===== config.mk =====
export PLATFORM = sky130hd
export DESIGN_NAME = staggered_led_blink_controller_unit
export DESIGN_NICKNAME = d
export VERILOG_FILES = /design/src/sv/slbc_pkg.sv /design/src/sv/staggered_led_blink_controller_unit.sv
export SDC_FILE = /design/constraint.sdc
export NUM_CORES = 1
export LEC_CHECK = 0
export BUFFER_PORTS_ARGS = -buffer_cell sky130_fd_sc_hd__buf_2
export CORE_UTILIZATION = 55
export DETAILED_ROUTE_END_ITERATION = 8
export GPL_TIMING_DRIVEN = 1
export HOLD_SLACK_MARGIN = 0.15
export PLACE_DENSITY = 0.72
export SYNTH_ARGS = -nofsm -noshare
export SYNTH_HDL_FRONTEND = slang
export SYNTH_SLANG_ARGS = --single-unit

===== constraint.sdc =====
create_clock -name clk -period 19.6 [get_ports clk]
set_input_delay 1.96 -clock clk [delete_from_list [all_inputs] [get_ports clk]]
set_output_delay 1.96 -clock clk [all_outputs]
set_load 0.05 [all_outputs]

===== src/sv/slbc_pkg.sv =====
package slbc_pkg;

	// Row size default and item widths
	localparam int LED_COUNT_DEF = 4;
	localparam int BTN_W         = 3;
	localparam int PERIOD_W      = 10;
	localparam int MODE_W        = 2;
	localparam int LEDS_OUT_W    = 4;
	localparam int TIME_W        = 32;
	localparam int DEB_W         = 8;
	localparam int IN_DATA_W     = 8;
	localparam int OUT_DATA_W    = 24;
	localparam int STEP_W        = 9;
	localparam int STEP_MAX      = 511;

	// Period limits and reset values
	localparam logic [PERIOD_W-1:0] PERIOD_RESET = 10'd100;
	localparam logic [PERIOD_W-1:0] PERIOD_INC   = 10'd100;
	localparam logic [PERIOD_W-1:0] PERIOD_LO    = 10'd200;
	localparam logic [PERIOD_W-1:0] PERIOD_HI    = 10'd800;
	localparam logic [DEB_W-1:0]    DEBOUNCE_RESET = 8'd50;

	// Reciprocal of ten: (x * 205) >> 11 is exact for every 10-bit x
	localparam logic [7:0] RECIP10_MUL   = 8'd205;
	localparam int         RECIP10_SHIFT = 11;

	// Blink modes
	localparam logic [MODE_W-1:0] MODE_FINE   = 2'd1;
	localparam logic [MODE_W-1:0] MODE_MID    = 2'd2;
	localparam logic [MODE_W-1:0] MODE_COARSE = 2'd3;

	typedef enum logic {
		OP_TICK  = 1'b0,
		OP_PRESS = 1'b1
	} op_t;

	typedef enum logic [BTN_W-1:0] {
		BTN_NEXT   = 3'd0,
		BTN_TOGGLE = 3'd1,
		BTN_PREV   = 3'd2,
		BTN_DOWN   = 3'd3,
		BTN_UP     = 3'd4
	} btn_t;

	// Datapath operations selected by the control word
	typedef enum logic [2:0] {
		D_NOP,
		D_LOAD,
		D_DIV,
		D_LED,
		D_TIME_INC,
		D_PRESS,
		D_EMIT
	} dp_op_t;

	// Jump conditions
	typedef enum logic [2:0] {
		C_NEVER,
		C_ALWAYS,
		C_NO_ITEM,
		C_PRESS,
		C_DIV_MORE,
		C_LED_MORE,
		C_OUT_BUSY
	} cond_t;

	typedef logic [2:0] pc_t;

	typedef struct packed {
		dp_op_t op;
		cond_t  cond;
		pc_t    tgt;
	} ctrl_word_t;

	// Program addresses
	localparam pc_t PC_PRESS    = 3'd0;
	localparam pc_t PC_EMIT     = 3'd1;
	localparam pc_t PC_IDLE     = 3'd2;
	localparam pc_t PC_DISPATCH = 3'd3;
	localparam pc_t PC_DIV      = 3'd4;
	localparam pc_t PC_LED      = 3'd5;
	localparam pc_t PC_TICK_END = 3'd6;

	// Control store: taken jump goes to tgt, otherwise fall through to pc + 1
	function automatic ctrl_word_t ucode_rom(input pc_t pc);
		ctrl_word_t w;
		unique case (pc)
			PC_PRESS:    w = '{op: D_PRESS,    cond: C_NEVER,    tgt: PC_EMIT};
			PC_EMIT:     w = '{op: D_EMIT,     cond: C_OUT_BUSY, tgt: PC_EMIT};
			PC_IDLE:     w = '{op: D_LOAD,     cond: C_NO_ITEM,  tgt: PC_IDLE};
			PC_DISPATCH: w = '{op: D_NOP,      cond: C_PRESS,    tgt: PC_PRESS};
			PC_DIV:      w = '{op: D_DIV,      cond: C_DIV_MORE, tgt: PC_DIV};
			PC_LED:      w = '{op: D_LED,      cond: C_LED_MORE, tgt: PC_LED};
			PC_TICK_END: w = '{op: D_TIME_INC, cond: C_ALWAYS,   tgt: PC_EMIT};
			default:     w = '{op: D_NOP,      cond: C_ALWAYS,   tgt: PC_IDLE};
		endcase
		return w;
	endfunction

endpackage


===== src/sv/staggered_led_blink_controller_unit.sv =====
// Sequence: a beat is taken in IDLE and dispatched; a press is applied in PRESS, then
// EMIT; a tick runs 32 remainder steps and one step per LED, then TICK_END and EMIT.
// A new beat is taken only after the last item is emitted; EMIT waits while the output
// is stalled, and the one-bit-per-cycle remainder unit and the per-LED step set the pace.
// Reset (arst_n low, asynchronous): time and last press 0, mode 1, period 100,
// disabled, LEDs dark, debounce 50, no result pending.
module staggered_led_blink_controller_unit #(
	parameter int LED_COUNT = slbc_pkg::LED_COUNT_DEF
) (
	input  logic                                clk,
	input  logic                                arst_n,
	input  logic                                cfg_we,
	input  logic [slbc_pkg::DEB_W-1:0]          cfg_wdata,     // debounce_ms
	input  logic                                s_axis_tvalid,
	output logic                                s_axis_tready,
	input  logic [slbc_pkg::IN_DATA_W-1:0]      s_axis_tdata,  // [2:0] button
	input  logic [0:0]                          s_axis_tuser,  // [0] operation
	output logic                                m_axis_tvalid,
	input  logic                                m_axis_tready,
	// [3:0] led_levels, [5:4] stagger mode, [15:6] period_ms, [16] enabled
	output logic [slbc_pkg::OUT_DATA_W-1:0]     m_axis_tdata
);
	import slbc_pkg::*;

	localparam int IW = (LED_COUNT > 1) ? $clog2(LED_COUNT) : 1;
	localparam int DW = $clog2(STEP_MAX * LED_COUNT + 1);
	localparam logic [IW-1:0] LED_LAST = IW'(LED_COUNT - 1);

	// Sequencer
	pc_t        pc_q, pc_d;
	ctrl_word_t ctrl;
	logic       jump;

	// Architectural state
	logic [DEB_W-1:0]     debounce_q;
	logic [TIME_W-1:0]    now_q;
	logic [TIME_W-1:0]    last_press_q;
	logic [MODE_W-1:0]    mode_q;
	logic [PERIOD_W-1:0]  period_q;
	logic                 enable_q;
	logic [LED_COUNT-1:0] led_q;

	// Working registers
	op_t                  op_q;
	logic [BTN_W-1:0]     btn_q;
	logic [STEP_W-1:0]    step_q;
	logic [TIME_W-1:0]    div_q;
	logic [PERIOD_W-1:0]  rem_q;
	logic [4:0]           bit_cnt_q;
	logic [IW-1:0]        led_idx_q;
	logic [DW-1:0]        dacc_q;
	logic [PERIOD_W-1:0]  dmod_q;

	// Output register
	logic                  m_valid_q;
	logic [OUT_DATA_W-1:0] m_data_q;

	logic in_fire, out_free;

	// Datapath combinational terms
	logic [17:0]           tenth_prod;
	logic [STEP_W-1:0]     step_d;
	logic [PERIOD_W:0]     div_trial;
	logic [PERIOD_W-1:0]   rem_d;
	logic [DW-1:0]         delay_full;
	logic [PERIOD_W:0]     dmod_raw;
	logic [PERIOD_W-1:0]   dmod_d;
	logic [PERIOD_W:0]     phase_diff;
	logic [PERIOD_W-1:0]   phase;
	logic                  reached;
	logic                  led_bit_d;
	logic [TIME_W-1:0]     elapsed;
	logic                  press_ok;
	logic [LEDS_OUT_W-1:0] leds_out;

	assign ctrl          = ucode_rom(pc_q);
	assign s_axis_tready = (ctrl.op == D_LOAD);
	assign in_fire       = s_axis_tvalid && s_axis_tready;
	assign out_free      = !m_valid_q || m_axis_tready;
	assign m_axis_tvalid = m_valid_q;
	assign m_axis_tdata  = m_data_q;

	// Evaluate the jump condition of the current control word
	always_comb begin
		case (ctrl.cond)
			C_NEVER:    jump = 1'b0;
			C_ALWAYS:   jump = 1'b1;
			C_NO_ITEM:  jump = !s_axis_tvalid;
			C_PRESS:    jump = (op_q == OP_PRESS);
			C_DIV_MORE: jump = (bit_cnt_q != 5'd0);
			C_LED_MORE: jump = (led_idx_q != LED_LAST);
			C_OUT_BUSY: jump = !out_free;
			default:    jump = 1'b0;
		endcase
		pc_d = jump ? ctrl.tgt : pc_t'(pc_q + 3'd1);
	end

	always_ff @(posedge clk or negedge arst_n) begin
		if (!arst_n) begin
			pc_q <= PC_IDLE;
		end else begin
			pc_q <= pc_d;
		end
	end

	// Stagger step: half, quarter or tenth of the period
	always_comb begin
		tenth_prod = period_q * RECIP10_MUL;
		case (mode_q)
			MODE_COARSE: step_d = STEP_W'(period_q >> 1);
			MODE_MID:    step_d = STEP_W'(period_q >> 2);
			default:     step_d = STEP_W'(tenth_prod >> RECIP10_SHIFT);
		endcase
	end

	// One restoring remainder step of now_ms by the period
	always_comb begin
		div_trial = {rem_q, div_q[TIME_W-1]};
		if (div_trial >= {1'b0, period_q}) begin
			rem_d = PERIOD_W'(div_trial - {1'b0, period_q});
		end else begin
			rem_d = div_trial[PERIOD_W-1:0];
		end
	end

	// Per-LED phase: (t - delay) mod period from t mod period and delay mod period
	always_comb begin
		delay_full = dacc_q + DW'(step_q);
		dmod_raw   = {1'b0, dmod_q} + (PERIOD_W+1)'(step_q);
		if (dmod_raw >= {1'b0, period_q}) begin
			dmod_d = PERIOD_W'(dmod_raw - {1'b0, period_q});
		end else begin
			dmod_d = dmod_raw[PERIOD_W-1:0];
		end
		phase_diff = {1'b0, rem_q} - {1'b0, dmod_d};
		if (phase_diff[PERIOD_W]) begin
			phase = phase_diff[PERIOD_W-1:0] + period_q;
		end else begin
			phase = phase_diff[PERIOD_W-1:0];
		end
		reached   = (now_q >= TIME_W'(delay_full));
		led_bit_d = led_q[led_idx_q];
		if (reached) begin
			if (!enable_q) begin
				led_bit_d = 1'b0;
			end else if (phase == '0) begin
				led_bit_d = 1'b1;
			end
			if (phase == (period_q >> 1)) begin
				led_bit_d = 1'b0;
			end
		end
	end

	// Debounce window check
	assign elapsed  = now_q - last_press_q;
	assign press_ok = (btn_q <= BTN_UP) && (elapsed > TIME_W'(debounce_q));

	// Visible LED bits, zero above the row
	always_comb begin
		for (int i = 0; i < LEDS_OUT_W; i++) begin
			leds_out[i] = (i < LED_COUNT) ? led_q[i % LED_COUNT] : 1'b0;
		end
	end

	// Configuration register
	always_ff @(posedge clk or negedge arst_n) begin
		if (!arst_n) begin
			debounce_q <= DEBOUNCE_RESET;
		end else if (cfg_we) begin
			debounce_q <= cfg_wdata;
		end
	end

	// Architectural state updates
	always_ff @(posedge clk or negedge arst_n) begin
		if (!arst_n) begin
			now_q        <= '0;
			last_press_q <= '0;
			mode_q       <= MODE_FINE;
			period_q     <= PERIOD_RESET;
			enable_q     <= 1'b0;
			led_q        <= '0;
		end else begin
			case (ctrl.op)
				D_LED: begin
					led_q[led_idx_q] <= led_bit_d;
				end
				D_TIME_INC: begin
					now_q <= now_q + TIME_W'(1);
				end
				D_PRESS: begin
					if (press_ok) begin
						last_press_q <= now_q;
						case (btn_q)
							BTN_NEXT: begin
								mode_q <= (mode_q >= MODE_COARSE) ? MODE_FINE
									: MODE_W'(mode_q + 2'd1);
							end
							BTN_TOGGLE: begin
								enable_q <= !enable_q;
							end
							BTN_PREV: begin
								mode_q <= (mode_q > MODE_FINE) ? MODE_W'(mode_q - 2'd1)
									: MODE_COARSE;
							end
							BTN_DOWN: begin
								if (period_q >= PERIOD_LO) begin
									period_q <= period_q - PERIOD_INC;
								end
							end
							BTN_UP: begin
								if (period_q < PERIOD_HI) begin
									period_q <= period_q + PERIOD_INC;
								end
							end
							default: begin
							end
						endcase
					end
				end
				default: begin
				end
			endcase
		end
	end

	// Working registers: capture the beat, run the remainder and the LED walk
	always_ff @(posedge clk) begin
		case (ctrl.op)
			D_LOAD: begin
				if (in_fire) begin
					op_q  <= op_t'(s_axis_tuser[0]);
					btn_q <= s_axis_tdata[BTN_W-1:0];
				end
				step_q    <= step_d;
				div_q     <= now_q;
				rem_q     <= '0;
				bit_cnt_q <= 5'd31;
				led_idx_q <= '0;
				dacc_q    <= '0;
				dmod_q    <= '0;
			end
			D_DIV: begin
				rem_q     <= rem_d;
				div_q     <= {div_q[TIME_W-2:0], 1'b0};
				bit_cnt_q <= bit_cnt_q - 5'd1;
			end
			D_LED: begin
				dacc_q    <= delay_full;
				dmod_q    <= dmod_d;
				led_idx_q <= led_idx_q + IW'(1);
			end
			default: begin
			end
		endcase
	end

	// Output register: load on emit, drop valid once taken
	always_ff @(posedge clk or negedge arst_n) begin
		if (!arst_n) begin
			m_valid_q <= 1'b0;
		end else if (ctrl.op == D_EMIT && out_free) begin
			m_valid_q <= 1'b1;
		end else if (m_axis_tready) begin
			m_valid_q <= 1'b0;
		end
	end

	always_ff @(posedge clk) begin
		if (ctrl.op == D_EMIT && out_free) begin
			m_data_q <= {7'd0, enable_q, period_q, mode_q, leds_out};
		end
	end

endmodule


==> results of run 1 <==
-- path summary, 6_finish.rpt --
check | startpoint | to | cells after the start
max in group asynchronous | arst_n | last_press_q[8]$_DFFE_PN0P_ | 2
hold reg to reg | last_press_q[25]$_DFFE_PN0P_ | last_press_q[25]$_DFFE_PN0P_ | 1
setup reg to reg | step_q[1]$_DFFE_PP_ | led_q[0]$_DFFE_PN0P_ | 37
min in group asynchronous | arst_n | last_press_q[25]$_DFFE_PN0P_ | 1
hold / removal | last_press_q[25]$_DFFE_PN0P_ | last_press_q[25]$_DFFE_PN0P_ | 1
setup / recovery | step_q[1]$_DFFE_PP_ | led_q[0]$_DFFE_PN0P_ | 37
-- registers in the layout (all words and copies together), names as in the netlist, 3 cells and up --
name,cells
dacc_q,11
btn_q,3
div_q,32
period_q,8
pc_q,3
bit_cnt_q,5
led_q,4
m_axis_tdata,15
dmod_q,10
step_q,9
now_q,32
debounce_q,8
rem_q,10
last_press_q,32
-- metal layers --
layer  wire length, µm  share of wire (%)
met5                 0                  0
met1             15300                 49
met4               427                1.4
met2             14000                 45
met3              1440                4.6
-- critical path: cells and delay by family, from the launching register on --
| kind | cells | cell delay [ns] |
|---|---|---|
| AO/OA/AOI/OAI | 18 | 3.83 |
| AND/OR/NAND/NOR | 10 | 1.78 |
| adder cells (fa/ha/maj) | 4 | 1.43 |
| flip-flops | 1 | 0.51 |
| XOR/XNOR | 5 | 0.80 |
-- cell usage in the layout, fill, tap and decap left out, drive strengths merged, types with 38 or more instances in the layout --
master	n
edfxtp	98
inv	138
o21ai	71
dfrtp	83
nand2	188
ha	173
a21oi	80
xnor2	81
xor2	41
nor2	98
mux2	38
-- cell families after synthesis --
kind of cell	after synthesis	share of synthesized area [%]
other	1	0.0262
AOI/OAI and AO/OA	304	13.8
xor gates and xnor gates	122	7.51
muxes	59	4.54
DFF	189	36.5
and+or+nand+nor	442	14.4
buffers and inverters	186	5.29
adders and majority gates	194	17.9
-- layout make-up --
class / instances / area [µm²] / area share [%]
flip-flops and latches: 189 / 5230 / 34.2
multi-input cells: 1130 / 8370 / 54.7
inverters: 128 / 480 / 3.14
clock buffers: 19 / 455 / 2.98
well taps: 330 / 413 / 2.70
clock inverters: 13 / 141 / 0.925
repair buffers: 37 / 198 / 1.29
-- stage by stage --
step | util (%) | area [µm²]
CTS | 60.4 | 15300
floorplan | - | 14400
detailed placement | 58.0 | 14700
global placement | 58.0 | 14700
finish | 60.4 | 15300
global route | 60.4 | 15300
==> flow_summary.yaml, run 1 <==
clocking:
  cts_tree: "built"
  cts_setup_buffers: 0
  cts_buffers: 17
  clockBufferDepth: 2
  cts_root_buf: "clkbuf_16"
  cts_sinks: 189
  htree_levels: 4
  path_clk_slew_ns: 0.07
  hold_buffers: 0
  clock_latency_ns: 0.45
  cts_resized: 0
routing:
  post_drt_wl_per_cell_um: 16.9
  first_pass_iters: 6
  first_iter_violations: 768
  routed_wl_um: 31200
  antenna_left: 0
  viasPerCell: 5.81
  num_vias: 10700
  route.detailed.drc: 0
placed_design:
  dp.cells: 1814
  numPortBuffers: 33
  gp_congestion: 0.932
  post-place-ws_ns: 11.16
  hpwl_um: 23300
die:
  initial_core_util_pct: 56.5
  row_count: 58
  dieArea_um2: 26700
  die_y_um: 163
  fp.coreArea_um2: 25300
  io_pins: 48
  die_w_um: 163
flow_run:
  maxCapViolations: 0
synthesis:
  syn_area_um2: 14300
  ys_types: 83
  yosys_warnings: 0
  synth_seq_cells: 189
  synth_top_area_cell: "edfxtp_1"
  netlist_instances: 1497
  synth.most_common_cell: "nand2_1"
  synth_ff_type: "edfxtp_1"
  avgSynthCellArea_um2: 9.57
  async_reset_ff_share_pct: 48.1
  synth_enable_flop_cells: 98
  synthTopCellsByCount: "nand2_1, ha_1, inv_1, edfxtp_1, nor2_1"
  synthTopCellsByArea: "edfxtp_1, ha_1, dfrtp_1"
  ys_seq_area_share_pct: 36.5
  yosysTopAreaCellShare_pct: 20.6
worst_setup_path:
  start_kind: "flop"
  arrival_ns: 8.83
  worst-setup-path-type: "reg2reg"
  cp_slowest_stage_delay_ns: 0.59
  cp_slowest_cell: "o41ai_2"
  required_ns: 19.90
  cp-end-kind: "flop"
  reg2reg_slack_ns: 11.07
  cp_max_fo: 14
timing:
  fin_ws_ns: 11.07
  final-max-slew-violation-count: 0
  tightest_slew_ns: 1.24
  tns_ns: 0
  min_period_ns: 8.53
  setup_viol: 0
  fmax_mhz: 117
  relSlewSlack_pct: 17.4
  skew_ns: 0.0120
  rsz0062_at_grt: "no"
  holdWs_ns: 0.492
  finalHoldViolations: 0
  fin_crit_sh_pct: 43.5
global_route:
  top_usage_layer: "met2"
  use_met2_pct: 38.7
  grt_first_pass_wirelength_um: 51900
  use_met3_pct: 3.05
  antenna_found_initial: 0
  grt_use_met1_pct: 36.1
  track_usage_pct: 24.8
  grt-ovfl-total: 0
  grt_max_degree: 82
  grt_pass1_vias: 10400
hold_path:
  min_path_type: "reg2reg"
layout:
  fin_nets: 1717
  drive_above_1_share_pct: 8.11
  syn_to_final_growth_pct: 6.75
  diodes: 0
  instances_no_fill: 1846
  fillers: 2201
status:
  outcome: "completed"
Power of run 1 is not shown: default switching activity piles up to over one toggle a cycle in this logic, so the estimate is an artifact.
==> run 2: changes to the inputs <==
--- a/config.mk
+++ b/config.mk
@@ -5,6 +5,7 @@
 export SDC_FILE = /design/constraint.sdc
 export NUM_CORES = 1
 export LEC_CHECK = 0
+export ABC_AREA = 1
 export BUFFER_PORTS_ARGS = -buffer_cell sky130_fd_sc_hd__buf_2
 export CORE_UTILIZATION = 55
 export DETAILED_ROUTE_END_ITERATION = 8
==> constraint.sdc (replaced) <==
create_clock -name clk -period 8.5 [get_ports clk]
set_input_delay 0.85 -clock clk [delete_from_list [all_inputs] [get_ports clk]]
set_output_delay 0.85 -clock clk [all_outputs]
set_load 0.05 [all_outputs]
==> run 2 against run 1 <==
Net effect:
- first-iteration DRC count shrank 14%
- critical path type unchanged
- global-route usage about the same
- synthesized area rose by 0.81%
- critical endpoint unchanged
- largest cell class unchanged
- sequential share of layout area decreased by 0.47 points
- die area is 0.80% higher
==> flow_summary.yaml, run 2 <==
placed_design:
  post-place-ws_ns: 1.85
  hpwl_um: 23900
  gp_congestion: 0.894
  numPortBuffers: 33
  place_area_um2: 14900
clocking:
  cts_root_buf: "clkbuf_16"
  clockBufferDepth: 2
  cts_sinks: 189
  clock_latency_ns: 0.44
  hold_buffers: 0
  cts_tree: "built"
  htree_levels: 4
  path_clk_slew_ns: 0.08
  cts_setup_buffers: 0
  cts_resized: 0
  cts_buffers: 17
synthesis:
  yosysTopAreaCellShare_pct: 20.4
  synthAdderAreaFrac_pct: 17.6
  synthXorXnorAreaFrac_pct: 5.95
  synth.most_common_cell: "nand2_1"
  syn_area_um2: 14400
  synth_ff_type: "edfxtp_1"
  synth_compound_area_share_pct: 11.4
  synthTopCellsByArea: "edfxtp_1, ha_1, dfrtp_1"
  netlist_instances: 1700
  async_reset_ff_share_pct: 48.1
  ys_types: 65
  synth-simple-area-share_pct: 20.5
  avgSynthCellArea_um2: 8.49
  synth_mux_area_share_pct: 0.234
  synth_top_family_by_area: "simple AND/OR/NAND/NOR gates"
  synth_seq_cells: 189
  synth_top_area_cell: "edfxtp_1"
  yosys_warnings: 0
  synth_enable_flop_cells: 98
  synthTopCellsByCount: "nand2_1, inv_1, ha_1, nor2_1, edfxtp_1"
  ys_seq_area_share_pct: 36.2
layout:
  fin_nets: 1948
  syn_to_final_growth_pct: 7.38
  final_common_cell: "nand2_1"
  diodes: 0
  seq_area_um2: 5230
  drive_above_1_share_pct: 8.53
  top_regs: "div_q (32), last_press_q (32), now_q (32)"
  multi_input_area_um2: 8070
  mostFrequentLayoutCells: "nand2_1, inv_1, ha_1"
  fillers: 2202
  finish.instance_area_um2: 15500
routing:
  route.detailed.drc: 0
  first_iter_violations: 660
  first_pass_iters: 5
  viasPerCell: 5.42
  post_drt_wl_per_cell_um: 15.1
  num_vias: 11200
  antenna_left: 0
  routed_wl_um: 31400
worst_setup_path:
  cp-end-kind: "flop"
  worst-setup-path-type: "reg2reg"
  cp_max_fo: 16
  required_ns: 8.82
  critPathMostFrequentCell: "nand2_1"
  cp_slowest_stage_delay_ns: 0.43
  reg2reg_slack_ns: 1.78
  arrival_ns: 7.05
  start_kind: "flop"
  crit_buf_inv: 5
  cp_top_family: "simple AND/OR/NAND/NOR gates"
  cp_slowest_cell: "edfxtp_1"
die:
  fp.coreArea_um2: 25500
  die_w_um: 164
  initial_core_util_pct: 56.7
  die_y_um: 164
  row_count: 58
  dieArea_um2: 26900
  io_pins: 48
hold_path:
  min_path_type: "in2async"
timing:
  tightest_slew_ns: 1.04
  setup_viol: 0
  skew_ns: 0.0200
  fin_crit_sh_pct: 79.1
  relSlewSlack_pct: 30.7
  finalHoldViolations: 0
  min_period_ns: 6.72
  tns_ns: 0
  fmax_mhz: 149
  final-max-slew-violation-count: 0
  rsz0062_at_grt: "no"
  fin_ws_ns: 1.78
  holdWs_ns: 0.269
flow_run:
  maxCapViolations: 0
global_route:
  grt_max_degree: 76
  grt_pass1_vias: 11000
  grt-ovfl-total: 0
  track_usage_pct: 24.7
  grt_first_pass_wirelength_um: 52900
  antenna_found_initial: 0
status:
  outcome: "completed"
[run 2: changes by cell type after synthesis, moves of 28 or more]
cell	before	now
a21o_1	37	9
inv_1	128	256
nand2_1	187	339
nand3_1	24	73
o21ai_1	5	44
xnor2_1	80	31
[run 2: cell families after synthesis]
family          Yosys count
simple gates            635
other cells               1
compound gates          289
mux                       3
buf+inv                 293
fa+ha+maj               192
flops                   189
xor+xnor                 98
[run 2: through the flow]
step / cells / util [%]
2_1_floorplan: 1708 / -
3_3_place_gp: 2045 / 58.5
3_5_place_dp: 2045 / 58.5
4_1_cts: 2077 / 60.9
5_1_grt: 2077 / 60.9
6_report: 2077 / 60.9
[run 2: worst paths after layout]
kind | to | cells past startpoint | from
setup / recovery | led_q[0]$_DFFE_PN0P_ | 46 | step_q[2]$_DFFE_PP_
hold / removal | last_press_q[26]$_DFFE_PN0P_ | 1 | arst_n
setup reg to reg | led_q[0]$_DFFE_PN0P_ | 46 | step_q[2]$_DFFE_PP_
hold reg to reg | debounce_q[4]$_DFFE_PN1P_ | 2 | debounce_q[4]$_DFFE_PN1P_
max in group asynchronous | led_q[2]$_DFFE_PN0P_ | 2 | arst_n
min in group clk | debounce_q[4]$_DFFE_PN1P_ | 2 | debounce_q[4]$_DFFE_PN1P_
[run 2: cell type report]
class,instances,area share [%]
multi-input cells,1226,52.1
clock inverters,14,1.00
inverters,261,6.32
flip-flops and latches,189,33.7
clock buffers,18,2.83
well taps,330,2.66
repair buffers,39,1.37
[run 2: routing by layer]
layer	global-route usage [%]	vias to the layer above	part of all wire (%)
li1	-	5734	-
met1	33.7	5277	48
met2	41.2	200	47
met3	3.03	37	3.2
met4	7.11	0	1.6
met5	0	-	0
[run 2: worst register-to-register path, delay by kind of cell (launching register included)]
family          cells  cell delay [ns]
fa+ha+maj           4             1.43
buf+inv             5             0.40
compound gates     10             1.58
simple gates       25             2.34
xor+xnor            2             0.44
flops               1             0.43
Power of run 2 is left out for the same reason.
